## config.mk

```make
export PLATFORM = sky130hd
export DESIGN_NAME = skht_ctrl
export DESIGN_NICKNAME = d
export VERILOG_FILES = /design/src/rtl/core/skht_pkg.sv /design/src/rtl/core/skht_ctrl.sv
export SDC_FILE = /design/constraint.sdc
export NUM_CORES = 1
export LEC_CHECK = 0
export BUFFER_PORTS_ARGS = -buffer_cell sky130_fd_sc_hd__buf_2
export CAP_MARGIN = 20
export CORE_AREA = 2 2 39 41
export CTS_CLUSTER_DIAMETER = 120
export DETAILED_ROUTE_END_ITERATION = 8
export DIE_AREA = 0 0 41 43
export PLACE_DENSITY = 0.75
export RECOVER_POWER = 50
export REMOVE_ABC_BUFFERS = 1
export SLEW_MARGIN = 20
export SYNTH_ARGS = -nofsm -noshare
export SYNTH_HDL_FRONTEND = slang
export SYNTH_SLANG_ARGS = --single-unit
```

## constraint.sdc

```tcl
create_clock -name clk -period 1.4 [get_ports clk]
set_clock_uncertainty 0.1 [all_clocks]
set_input_delay 0.21 -clock clk [delete_from_list [all_inputs] [get_ports clk]]
set_output_delay 0.21 -clock clk [all_outputs]
set_load 0.03 [all_outputs]
```

## src/rtl/core/skht_pkg.sv

```systemverilog
`default_nettype none
package skht_pkg;

  localparam int TableDepth = 1024;
  localparam int SlotW = 10;
  localparam int SizeW = 11;
  localparam int KeyChars = 8;
  localparam int KeyW = 64;
  localparam int ValW = 32;

  localparam logic [1:0] StStored = 2'd0;
  localparam logic [1:0] StFull = 2'd1;
  localparam logic [1:0] StHit = 2'd2;
  localparam logic [1:0] StMiss = 2'd3;

  localparam logic OpStore = 1'b0;
  localparam logic OpFetch = 1'b1;

  typedef struct packed {
    logic op;
    logic [KeyW-1:0] key;
    logic [3:0] key_length;
    logic [ValW-1:0] value;
  } skht_in_t;

  typedef struct packed {
    logic [1:0] status;
    logic [SlotW-1:0] slot;
    logic [ValW-1:0] found_value;
  } skht_out_t;

  typedef enum logic [3:0] {
    S_IDLE, S_CLEAR, S_HASH, S_POLY, S_MOD1, S_SUM, S_MOD2,
    S_READ, S_WAIT, S_CHECK, S_DONE
  } skht_state_t;

  // controller to datapath
  typedef struct packed {
    logic load;       // capture item, init hash
    logic hash_step;  // one character
    logic mod_start;  // start remainder unit
    logic sel_sum;    // remainder operand: 0 poly, 1 combined sum
    logic take_h1;    // latch h1 from remainder
    logic take_home;  // latch home from remainder (with sign fix)
    logic rd;         // read slot at probe index
    logic wr;         // write slot at probe index
    logic advance;    // next probe
    logic clr_step;   // clear sweep step
    logic clr_init;   // start clear sweep
    logic emit;       // drive result
    logic [1:0] res_status;
  } skht_cmd_t;

  // datapath to controller
  typedef struct packed {
    logic hash_done;
    logic mod_done;
    logic clr_done;
    logic used;
    logic key_eq;
    logic last_probe;
    logic op;
  } skht_sts_t;

endpackage
`default_nettype wire

```

## src/rtl/core/skht_ctrl.sv

```systemverilog
`default_nettype none
// sequencer: clear sweep, hash, two remainders, probe loop
module skht_ctrl
  import skht_pkg::*;
(
  input  wire logic      clk,
  input  wire logic      rst,
  input  wire logic      start,
  input  wire logic      cfg_we,
  input  wire skht_sts_t sts,
  output skht_cmd_t      cmd,
  output logic           busy
);
  skht_state_t state, state_next;

  always_ff @(posedge clk) begin
    if (rst) state <= S_CLEAR;
    else state <= state_next;
  end

  // next state
  always_comb begin
    state_next = state;
    unique case (state)
      S_IDLE:  if (cfg_we) state_next = S_CLEAR; else if (start) state_next = S_HASH;
      S_CLEAR: if (sts.clr_done) state_next = S_IDLE;
      S_HASH:  if (sts.hash_done) state_next = S_POLY;
      S_POLY:  state_next = S_MOD1;
      S_MOD1:  if (sts.mod_done) state_next = S_SUM;
      S_SUM:   state_next = S_MOD2;
      S_MOD2:  if (sts.mod_done) state_next = S_READ;
      S_READ:  state_next = S_WAIT;
      S_WAIT:  state_next = S_CHECK;
      S_CHECK: begin
        if (sts.op == OpStore) begin
          if (!sts.used || sts.last_probe) state_next = S_DONE;
          else state_next = S_READ;
        end else begin
          if (!sts.used || sts.key_eq || sts.last_probe) state_next = S_DONE;
          else state_next = S_READ;
        end
      end
      S_DONE:  state_next = cfg_we ? S_CLEAR : S_IDLE;
      default: state_next = S_IDLE;
    endcase
  end

  // outputs
  always_comb begin
    cmd = '0;
    busy = (state != S_IDLE) || cfg_we;
    unique case (state)
      S_IDLE: begin
        cmd.clr_init = cfg_we;
        cmd.load = start && !cfg_we;
      end
      S_CLEAR: cmd.clr_step = !sts.clr_done;
      S_HASH: cmd.hash_step = 1'b1;
      // polynomial hash is final here
      S_POLY: cmd.mod_start = 1'b1;
      S_MOD1: cmd.take_h1 = sts.mod_done;
      S_SUM: begin
        cmd.mod_start = 1'b1;
        cmd.sel_sum = 1'b1;
      end
      S_MOD2: cmd.take_home = sts.mod_done;
      S_READ: cmd.rd = 1'b1;
      S_WAIT: ;
      S_CHECK: begin
        if (sts.op == OpStore) begin
          if (!sts.used) begin
            cmd.wr = 1'b1;
            cmd.emit = 1'b1;
            cmd.res_status = StStored;
          end else if (sts.last_probe) begin
            cmd.emit = 1'b1;
            cmd.res_status = StFull;
          end else cmd.advance = 1'b1;
        end else begin
          if (sts.used && sts.key_eq) begin
            cmd.emit = 1'b1;
            cmd.res_status = StHit;
          end else if (!sts.used || sts.last_probe) begin
            cmd.emit = 1'b1;
            cmd.res_status = StMiss;
          end else cmd.advance = 1'b1;
        end
      end
      S_DONE: cmd.clr_init = cfg_we;
      default: ;
    endcase
  end
endmodule
`default_nettype wire

```

==> parameters.txt, run 1 <==
Parameter                              Value

Run status
  Status ... finished, violations left
  Failing checks ... setup timing

Clocking
  Clock Latency Late Sink ... 0.23 ns
  Clock slew at reported path FFs ... 0.04 ns
  H-tree levels ... 1
  Clock tree from TritonCTS ... done
  CTS Buf Count ... 3
  Buffer type at the clock tree root ... sky130_fd_sc_hd__clkbuf_4
  CTS Sinks ... 4
  Maximum clock path buffer count ... 2

Synthesis
  Most frequently used flop master after synthesis ... sky130_fd_sc_hd__dfxtp_1
  Number of enable flip-flop cells after synthesis ... 0
  Average instance area after synthesis ... 6.78 sq um
  Portion of the post-synthesis area used by sequential elements ... 0.182
  Most repeated cell in the gate-level netlist after synthesis ... sky130_fd_sc_hd__nor2_1
  Proportion of netlist area held by the largest area contributor ... 0.182
  Async set-or-reset flop fraction in the synthesized netlist ... 0
  Instance count of the mapped netlist ... between 60 and 70
  Mapped Area ... 440 sq um
  Count of yosys warnings during synthesis ... 0
  Number of distinct standard cells referenced by the synthesized netlist ... 30
  Cell type with the highest aggregate area in the netlist ... sky130_fd_sc_hd__dfxtp_1
  Number of register bits inferred by synthesis ... 4
  Top cell types by occurrence after synthesis ... sky130_fd_sc_hd__nor2_1 (13), sky130_fd_sc_hd__nand2_1 (7), sky130_fd_sc_hd__nand2b_1 (5)
  Cells taking the most area after synthesis ... sky130_fd_sc_hd__dfxtp_1 (18%), sky130_fd_sc_hd__nor2_1 (11%), sky130_fd_sc_hd__nand2b_1 (7.1%)

Floorplan
  Number of rows in the core area ... 14
  Floorplan Core Area ... 1380 sq um
  Die H ... between 40 and 50 um
  Die area ... between 1500 and 2000 sq um
  Top-Level Pins ... 26
  Effective utilization at floorplan ... 0.318
  Chip Width ... around 40 um

Global routing
  Met3 usage in global routing ... 0.0314
  GR met2 Demand/Resource ... 0.384
  Pin count of the biggest net entering global routing ... 9
  Number of antenna violations at the first check in global routing ... 0
  Number of global-route vias before repair ... 675
  Overflow after GRT ... 0
  Global-route wire length before repair ... approximately 2700 um
  Busiest layer in global routing ... met2
  Overall Global Routing Usage ... 0.213
  Global routing met1 resource utilization ... 0.257

Cells and area
  Area of combinational cells with multiple inputs ... 504 sq um
  Fraction of layout cells with a size suffix above 1 ... 0.727
  Most flop-heavy register ... state
  Flip-flop count of the largest register after layout ... 4
  Syn-to-layout area delta ... 138%
  Top flop regs ... state: 4 flops
  Nets ... 123
  Diode count ... 0
  Number of fill cells ... 100
  Sequential cell area ... 95.1 sq um
  Post-Layout Cell Count ... 126

Timing
  Count of final setup violators ... 18
  Fin. Hold Viols ... 0
  Actual transition at the worst max-transition pin ... around 0.29 ns
  Minimum clock period ... between 1.5 and 2 ns
  Slew margin rel. ... 0.806
  Worst hold slack ... 0.0762 ns
  Final cycle utilization of the critical path ... 1.13
  Max-slew violation total from the final report ... 0
  Post-route setup slack ... -0.181 ns
  RSZ-0062 raised after global routing ... yes
  Achievable clock frequency ... ~0.63 GHz

Pwr
  Fraction of power spent switching nets ... 0.366
  Clock share of power ... 0.242
  Power dissipated by switching net loads ... between 0.2 and 0.25 mW
  Pwr Total ... 0.577 mW
  Flop pwr share ... 0.232
  Portion of total power attributed to combinational logic ... 0.526
  P per Cell Area ... 550 nW/um^2
  Cell-internal power ... 0.366 mW
  Peak ir drop on the vdd network ... 0.320 mV
  Leak ... 0.450 nW

Placed design
  Final weighted congestion in routability-driven placement ... 0.822
  Dpl cells ... 112
  Post-detailed-placement half-perimeter wirelength ... between 1000 and 1500 um
  Input/output buffers ... 25

Setup path
  Crit path required time ... 1.09 ns
  Crit path capture type ... output pin
  Category of the worst setup path launch point ... register
  CP arrival ... between 1 and 1.5 ns
  Highest net fanout along the worst path ... 5
  Critical path class ... register to output pin

Job
  Reported max-cap violation count ... 0

Drt
  DRC marker count from the first detailed-route iteration ... 10
  Routed wire length ... around 1900 um
  Number of vias after detailed routing ... 681
  Total DRC errors in the routed layout ... 0
  Vias per cell ... around 5.4
  Length of the first detailed-routing pass in iterations ... 4
  Remaining number of nets flagged by the antenna check after routing ... 0
  Per-cell routed wire length ... ~15 um

Worst hold path
  Worst Hold Class ... primary input to register
## final timing paths
check / startpoint / end / slack (ns) / cells after the start
hold / removal: rst / state[2] / 0.08 / 2
setup / recovery: state[1] / cmd[1] / -0.18 / 5
setup reg to reg: state[2] / state[0] / -0.12 / 6
hold reg to reg: state[0] / state[1] / 0.45 / 2
## cells in the final DEF, fill, tap and decap left out, types with 2 or more instances in the layout
master / synthesis / final
sky130_fd_sc_hd__a21oi_2: 1 / 2
sky130_fd_sc_hd__and2b_2: 0 / 2
sky130_fd_sc_hd__buf_2: 3 / 10
sky130_fd_sc_hd__buf_4: 0 / 14
sky130_fd_sc_hd__buf_6: 1 / 21
sky130_fd_sc_hd__clkbuf_4: 0 / 3
sky130_fd_sc_hd__dfxtp_4: 0 / 4
sky130_fd_sc_hd__nand2_1: 7 / 5
sky130_fd_sc_hd__nand2_2: 0 / 2
sky130_fd_sc_hd__nand2b_4: 0 / 4
sky130_fd_sc_hd__nand3b_1: 2 / 2
sky130_fd_sc_hd__nor2_1: 13 / 7
sky130_fd_sc_hd__nor2_2: 0 / 2
sky130_fd_sc_hd__nor2_4: 0 / 4
sky130_fd_sc_hd__nor3_4: 0 / 2
sky130_fd_sc_hd__nor4_4: 0 / 2
sky130_fd_sc_hd__o21ai_0: 2 / 2
## power by group through the flow
| stage | Clock [mW] | Combinational, mW | Sequential (mW) |
|---|---|---|---|
| floorplan | 0 | 0.0933 | 0.140 |
| global placement | 0 | 0.170 | 0.132 |
| detailed placement | 0 | 0.174 | 0.133 |
| CTS | 0.145 | 0.268 | 0.134 |
| global route | 0.155 | 0.322 | 0.135 |
| finish | 0.140 | 0.303 | 0.134 |
## critical path, cell delays in order (launching register included)
cell and delay (ns):
sky130_fd_sc_hd__dfxtp_4 0.36, sky130_fd_sc_hd__nor2_4 0.14, sky130_fd_sc_hd__nand3_4 0.11, sky130_fd_sc_hd__a21oi_2 0.15, sky130_fd_sc_hd__and2_4 0.16, sky130_fd_sc_hd__buf_6 0.12
## stage by stage
step                      utilization  instance area (sq um)  setup WS [ns]  TNS (ns)
final                           0.758                   1050         -0.181     -1.86
after global routing            0.758                   1050         -0.232     -2.78
after CTS                       0.671                    928         -0.187     -1.59
after detailed placement        0.458                    634        -0.0437    -0.153
after global placement          0.458                    634        -0.0555    -0.162
after floorplan                     -                    414         -0.569     -2.69
## cells by family (layout without fill, tap and decap cells)
logic type / count (synthesis) / count (layout) / share of synthesized area
AO/OA/AOI/OAI: 15 / 15 / 0.242
XOR/XNOR: 1 / 1 / 0.0199
buffers and inverters: 4 / 49 / 0.0596
flip-flops: 4 / 4 / 0.182
AND/OR/NAND/NOR: 41 / 41 / 0.497
## what timing repair did
item,CTS,global route
buffers inserted,8,3
endpoints found under the setup margin,16,19
resized for setup,57,26
pin swaps,11,16
hold buffers,0,0
## metal layers
layer  vias to the layer above  share of wire
met3                         4          0.059
met5                         -              0
met1                       318           0.34
met2                        35           0.58
met4                         0          0.017
li1                        324              -
## area by class of cell
cell class | count | area share
clock buffers | 3 | 0.0215
multi-input cells | 57 | 0.481
flip-flops and latches | 4 | 0.0907
well taps | 16 | 0.0191
repair buffers | 46 | 0.388
(Power assumes the default switching activity.)
==> run 2, diff against run 1 <==
Settings changed: PLACE_DENSITY 0.75 to 0.77.
Clock period 1.4 ns to 1.45 ns, I/O delays scaled along.
==> parameters.txt, run 2 (synthesized netlist as in run 1, its figures left out) <==
Parameter                              Value

Run status
  Status ... finished, violations left
  Failing checks ... setup timing

Timing
  Actual transition at the worst max-transition pin ... approximately 0.35 ns
  Count of final setup violators ... 15
  Post-route setup slack ... -0.126 ns
  Max-slew violation total from the final report ... 0
  Total Neg Setup Slack ... -1.12 ns
  Final cycle utilization of the critical path ... 1.09
  Slew margin rel. ... 0.765
  Minimum clock period ... between 1.5 and 2 ns
  Worst hold slack ... 0.0969 ns
  RSZ-0062 raised after global routing ... yes
  Achievable clock frequency ... roughly 0.63 GHz
  Fin. Hold Viols ... 0

Clocking
  Maximum clock path buffer count ... 2
  CTS Sinks ... 4
  Clock Latency Late Sink ... approximately 0.23 ns
  Clock tree from TritonCTS ... done
  H-tree levels ... 1
  Buffer type at the clock tree root ... sky130_fd_sc_hd__clkbuf_4
  CTS Buf Count ... 3
  Clock slew at reported path FFs ... 0.04 ns

Placed design
  Dpl cells ... 111
  Worst setup timing slack at the placement stage ... -0.0509 ns
  Post-detailed-placement half-perimeter wirelength ... approximately 1000 um
  Final weighted congestion in routability-driven placement ... 0.846
  Input/output buffers ... 25
  DP Area ... around 630 sq um

Floorplan
  Die H ... 43 um
  Floorplan Core Area ... 1380 sq um
  Chip Width ... 41 um
  Top-Level Pins ... 26
  Die area ... 1760 sq um
  Effective utilization at floorplan ... 0.318
  Number of rows in the core area ... 14

Drt
  DRC marker count from the first detailed-route iteration ... 10
  Length of the first detailed-routing pass in iterations ... 4
  Per-cell routed wire length ... roughly 15 um
  Remaining number of nets flagged by the antenna check after routing ... 0
  Number of vias after detailed routing ... 656
  Vias per cell ... 5.33
  Total DRC errors in the routed layout ... 0
  Routed wire length ... 1850 um

Global routing
  Overflow after GRT ... 0
  Overall Global Routing Usage ... 0.215
  Pin count of the biggest net entering global routing ... 12
  Global-route wire length before repair ... 2620 um
  Busiest layer in global routing ... met2
  Number of global-route vias before repair ... 610
  Met3 usage in global routing ... 0.0366
  Global routing met1 resource utilization ... 0.241
  Number of antenna violations at the first check in global routing ... 0
  GR met2 Demand/Resource ... 0.388

Setup path
  Startpoint of the most critical setup path ... state[2]
  Category of the worst setup path launch point ... register
  CP arrival ... between 1 and 1.5 ns
  Crit path capture type ... output pin
  Start of the worst register-to-register path ... state[3]
  Highest net fanout along the worst path ... 3
  Crit path required time ... 1.13 ns
  Critical path class ... register to output pin

Worst hold path
  Worst Hold Class ... primary input to register
  Worst Min Path Start ... rst

Cells and area
  Post-Layout Cell Count ... approximately 120
  Post-layout util ... 0.717
  Diode count ... 0
  Top flop regs ... state: 4 flops
  Number of fill cells ... 105
  Flip-flop count of the largest register after layout ... 4
  Nets ... 120
  Fraction of layout cells with a size suffix above 1 ... 0.682
  Most flop-heavy register ... state
  Finished layout cell area ... between 900 and 1000 sq um
  Most used cells in the layout excluding fill and tap cells ... sky130_fd_sc_hd__buf_4 (17), sky130_fd_sc_hd__buf_6 (14), sky130_fd_sc_hd__buf_2 (10)
  Most common cell after layout, fill and taps aside ... sky130_fd_sc_hd__buf_4
  Syn-to-layout area delta ... 125%

Job
  Reported max-cap violation count ... 0

Pwr
  P per Cell Area ... 535 nW/um^2
  Leak ... approximately 0.42 nW
  Pwr Total ... 0.531 mW
  Peak ir drop on the vdd network ... 0.325 mV
-- run 2: cell count changes in the layout (fill, tap and decap cells not counted), moves of 2 or more --
cell | previous run | this run
sky130_fd_sc_hd__and2b_2 | 2 | 0
sky130_fd_sc_hd__buf_4 | 14 | 17
sky130_fd_sc_hd__and2b_1 | 1 | 3
sky130_fd_sc_hd__buf_6 | 21 | 14
-- run 2: area by class of cell --
| type | count | area (sq um) | area share |
|---|---|---|---|
| Clock buffer | 3 | 22.5 | 0.0227 |
| Multi-Input combinational cell | 57 | 492 | 0.496 |
| Sequential cell | 4 | 92.6 | 0.0933 |
| Tap cell | 16 | 20.0 | 0.0202 |
| Timing Repair Buffer | 43 | 365 | 0.368 |
-- run 2: worst max-delay path: stages, from the launching register on --
cell and delay [ns]:
sky130_fd_sc_hd__dfxtp_4 0.36, sky130_fd_sc_hd__nor2_4 0.14, sky130_fd_sc_hd__nand3_4 0.11, sky130_fd_sc_hd__buf_6 0.15, sky130_fd_sc_hd__nor3_4 0.12, sky130_fd_sc_hd__buf_6 0.15
-- run 2: repair_timing --
action,CTS,global route
pin swaps,8,8
hold buffers,0,0
setup endpoints to repair,16,17
buffers inserted,6,3
resized for setup,43,31
-- run 2: layer usage --
| layer | part of all wire | vias up |
|---|---|---|
| met5 | 0 | - |
| met4 | 0.016 | 0 |
| met3 | 0.043 | 4 |
| met2 | 0.56 | 22 |
| met1 | 0.38 | 310 |
| li1 | - | 320 |
-- run 2: power by group --
| part | internal (mW) | leakage, nW | total (mW) | switching [mW] |
|---|---|---|---|---|
| Clock | 0.0927 | 0.0138 | 0.140 | 0.0469 |
| Combinational | 0.119 | 0.373 | 0.258 | 0.138 |
| Sequential | 0.116 | 0.0350 | 0.134 | 0.0178 |
-- run 2: path summary, 6_finish.rpt --
check        endpoint  cells past startpoint  slack [ns]
min reg2reg  state[1]                      3        0.55
min          state[2]                      2         0.1
max reg2reg  state[0]                      6       -0.05
max            cmd[6]                      5       -0.13
==> run 3, diff against run 2 <==
Settings changed: RECOVER_POWER 50 to unset.
==> parameters.txt, run 3 (synthesized netlist as in run 1, its figures left out) <==
Parameter                              Value

Pwr
  Portion of total power attributed to combinational logic ... 0.485
  Cell-internal power ... approximately 0.33 mW
  Leak ... 0.422 nW
  Fraction of power spent switching nets ... 0.384
  Flop pwr share ... 0.250
  Power dissipated by switching net loads ... 0.204 mW
  P per Cell Area ... 534 nW/um^2
  Peak ir drop on the vdd network ... 0.329 mV
  Clock share of power ... 0.265

Floorplan
  Floorplan Core Area ... 1380 sq um
  Die H ... 43 um
  Chip Width ... a little over 40 um
  Effective utilization at floorplan ... 0.318
  Die area ... 1760 sq um
  Number of rows in the core area ... 14
  Top-Level Pins ... 26

Global routing
  Overall Global Routing Usage ... 0.215
  Number of antenna violations at the first check in global routing ... 0
  Overflow after GRT ... 0
  Pin count of the biggest net entering global routing ... 12
  Number of global-route vias before repair ... between 600 and 700
  Global-route wire length before repair ... 2620 um

Drt
  DRC marker count from the first detailed-route iteration ... 10
  Per-cell routed wire length ... around 15 um
  Vias per cell ... between 5 and 6
  Total DRC errors in the routed layout ... 0
  Number of vias after detailed routing ... roughly 660
  Routed wire length ... 1840 um
  Length of the first detailed-routing pass in iterations ... 4
  Remaining number of nets flagged by the antenna check after routing ... 0

Run status
  Status ... finished, violations left
  Failing checks ... setup timing

Placed design
  Input/output buffers ... 25
  Dpl cells ... 111
  Post-detailed-placement half-perimeter wirelength ... 1020 um
  Final weighted congestion in routability-driven placement ... around 0.85

Setup path
  Category of cells accounting for the largest share of critical-path delay ... simple AND/OR/NAND/NOR gates
  Category of the worst setup path launch point ... register
  Most numerous cell on the critical path ... sky130_fd_sc_hd__buf_6
  Buffers and inverters on the worst path ... 2
  Cell with the largest stage delay on the worst path ... sky130_fd_sc_hd__dfxtp_4
  Critical path class ... register to output pin
  Crit path required time ... 1.13 ns
  Crit path capture type ... output pin
  Critical Path, Cell by Cell ... nor2_4 > nand3_4 > buf_6 > nor3_4 > buf_6
  Highest net fanout along the worst path ... 3
  CP arrival ... 1.26 ns
  Delay of the slowest critical-path stage ... roughly 0.36 ns

Cells and area
  Flip-flop count of the largest register after layout ... 4
  Syn-to-layout area delta ... 126%
  Nets ... 120
  Top flop regs ... state: 4 flops
  Diode count ... 0
  Fraction of layout cells with a size suffix above 1 ... 0.682
  Post-Layout Cell Count ... 123
  Most flop-heavy register ... state
  Number of fill cells ... approximately 100
  Most common cell after layout, fill and taps aside ... sky130_fd_sc_hd__buf_4
  Most used cells in the layout excluding fill and tap cells ... sky130_fd_sc_hd__buf_4 (17), sky130_fd_sc_hd__buf_6 (14), sky130_fd_sc_hd__buf_2 (10)

Job
  Reported max-cap violation count ... 0

Timing
  Achievable clock frequency ... 0.634 GHz
  Final cycle utilization of the critical path ... 1.09
  Post-route setup slack ... -0.126 ns
  Minimum clock period ... 1.58 ns
  Total Neg Setup Slack ... -1.10 ns
  Max-slew violation total from the final report ... 0
  Slew margin rel. ... 0.765
  Fin. Hold Viols ... 0
  Actual transition at the worst max-transition pin ... 0.348 ns
  Worst hold slack ... 0.0970 ns
  Count of final setup violators ... 15
  RSZ-0062 raised after global routing ... yes

Worst hold path
  Worst Hold Class ... primary input to register

Clocking
  H-tree levels ... 1
  Clock slew at reported path FFs ... 0.04 ns
  Maximum clock path buffer count ... 2
  Buffer type at the clock tree root ... sky130_fd_sc_hd__clkbuf_4
  Clock tree from TritonCTS ... done
  Clock Latency Late Sink ... 0.23 ns
  CTS Buf Count ... 3
  CTS Sinks ... 4
-- run 3: cell types whose count changed in the layout (fill, tap and decap cells not counted) --
cell                      delta
sky130_fd_sc_hd__dfxtp_2     -1
sky130_fd_sc_hd__dfxtp_4     +1
-- run 3: timing repair --
item                                    4_1_cts  5_1_grt
hold buffers                                  0        0
endpoints found under the setup margin       16       17
pin swaps                                     8        8
buffers inserted                              6        3
gates resized for setup                      43       31
-- run 3: worst register-to-register path, cell delays in order, from the launching register on --
cell,delay (ns)
sky130_fd_sc_hd__dfxtp_4,0.36
sky130_fd_sc_hd__buf_6,0.12
sky130_fd_sc_hd__buf_6,0.12
sky130_fd_sc_hd__or2b_1,0.26
sky130_fd_sc_hd__a21o_1,0.17
sky130_fd_sc_hd__o32ai_2,0.12
sky130_fd_sc_hd__a311o_1,0.20
-- run 3: final timing paths --
kind	startpoint	end	slack, ns	depth (start not counted)
worst min register to register	state[0]	state[1]	0.55	3
worst max-delay path	state[2]	cmd[6]	-0.13	5
worst min-delay path	rst	state[2]	0.1	2
worst max register to register	state[3]	state[0]	-0.05	6
-- run 3: metrics by stage --
stage | power, mW | area [sq um] | utilization | setup WS (ns)
after global routing | 0.560 | 995 | 0.719 | -0.179
final | 0.532 | 995 | 0.719 | -0.126
after floorplan | 0.226 | 414 | - | -0.526
after global placement | 0.292 | 627 | 0.453 | -0.0345
after detailed placement | 0.296 | 627 | 0.453 | -0.0509
after CTS | 0.489 | 845 | 0.610 | -0.144
-- run 3: area by class of cell --
type	instances	area, sq um	share of cell area
Sequential cell	4	95.1	0.0956
Clock buffer	3	22.5	0.0226
Multi-Input combinational cell	57	492	0.494
Tap cell	16	20.0	0.0201
Timing Repair Buffer	43	365	0.367
-- run 3: power groups by stage --
| stage | Combinational (mW) | Clock [mW] | Sequential (mW) |
|---|---|---|---|
| 6_report | 0.258 | 0.141 | 0.133 |
| 5_1_grt | 0.272 | 0.153 | 0.135 |
| 4_1_cts | 0.216 | 0.142 | 0.130 |
| 2_1_floorplan | 0.0901 | 0 | 0.135 |
| 3_5_place_dp | 0.168 | 0 | 0.128 |
| 3_3_place_gp | 0.165 | 0 | 0.127 |
-- run 3: routing by layer --
layer  wire length (um)  track usage  up-vias  part of all wire
met1                699        0.241      310              0.38
met5                  0            0        -                 0
met2               1030        0.388       22              0.56
met4                 30       0.0533        0             0.016
li1                   -            -      320                 -
met3                 79       0.0366        4             0.043
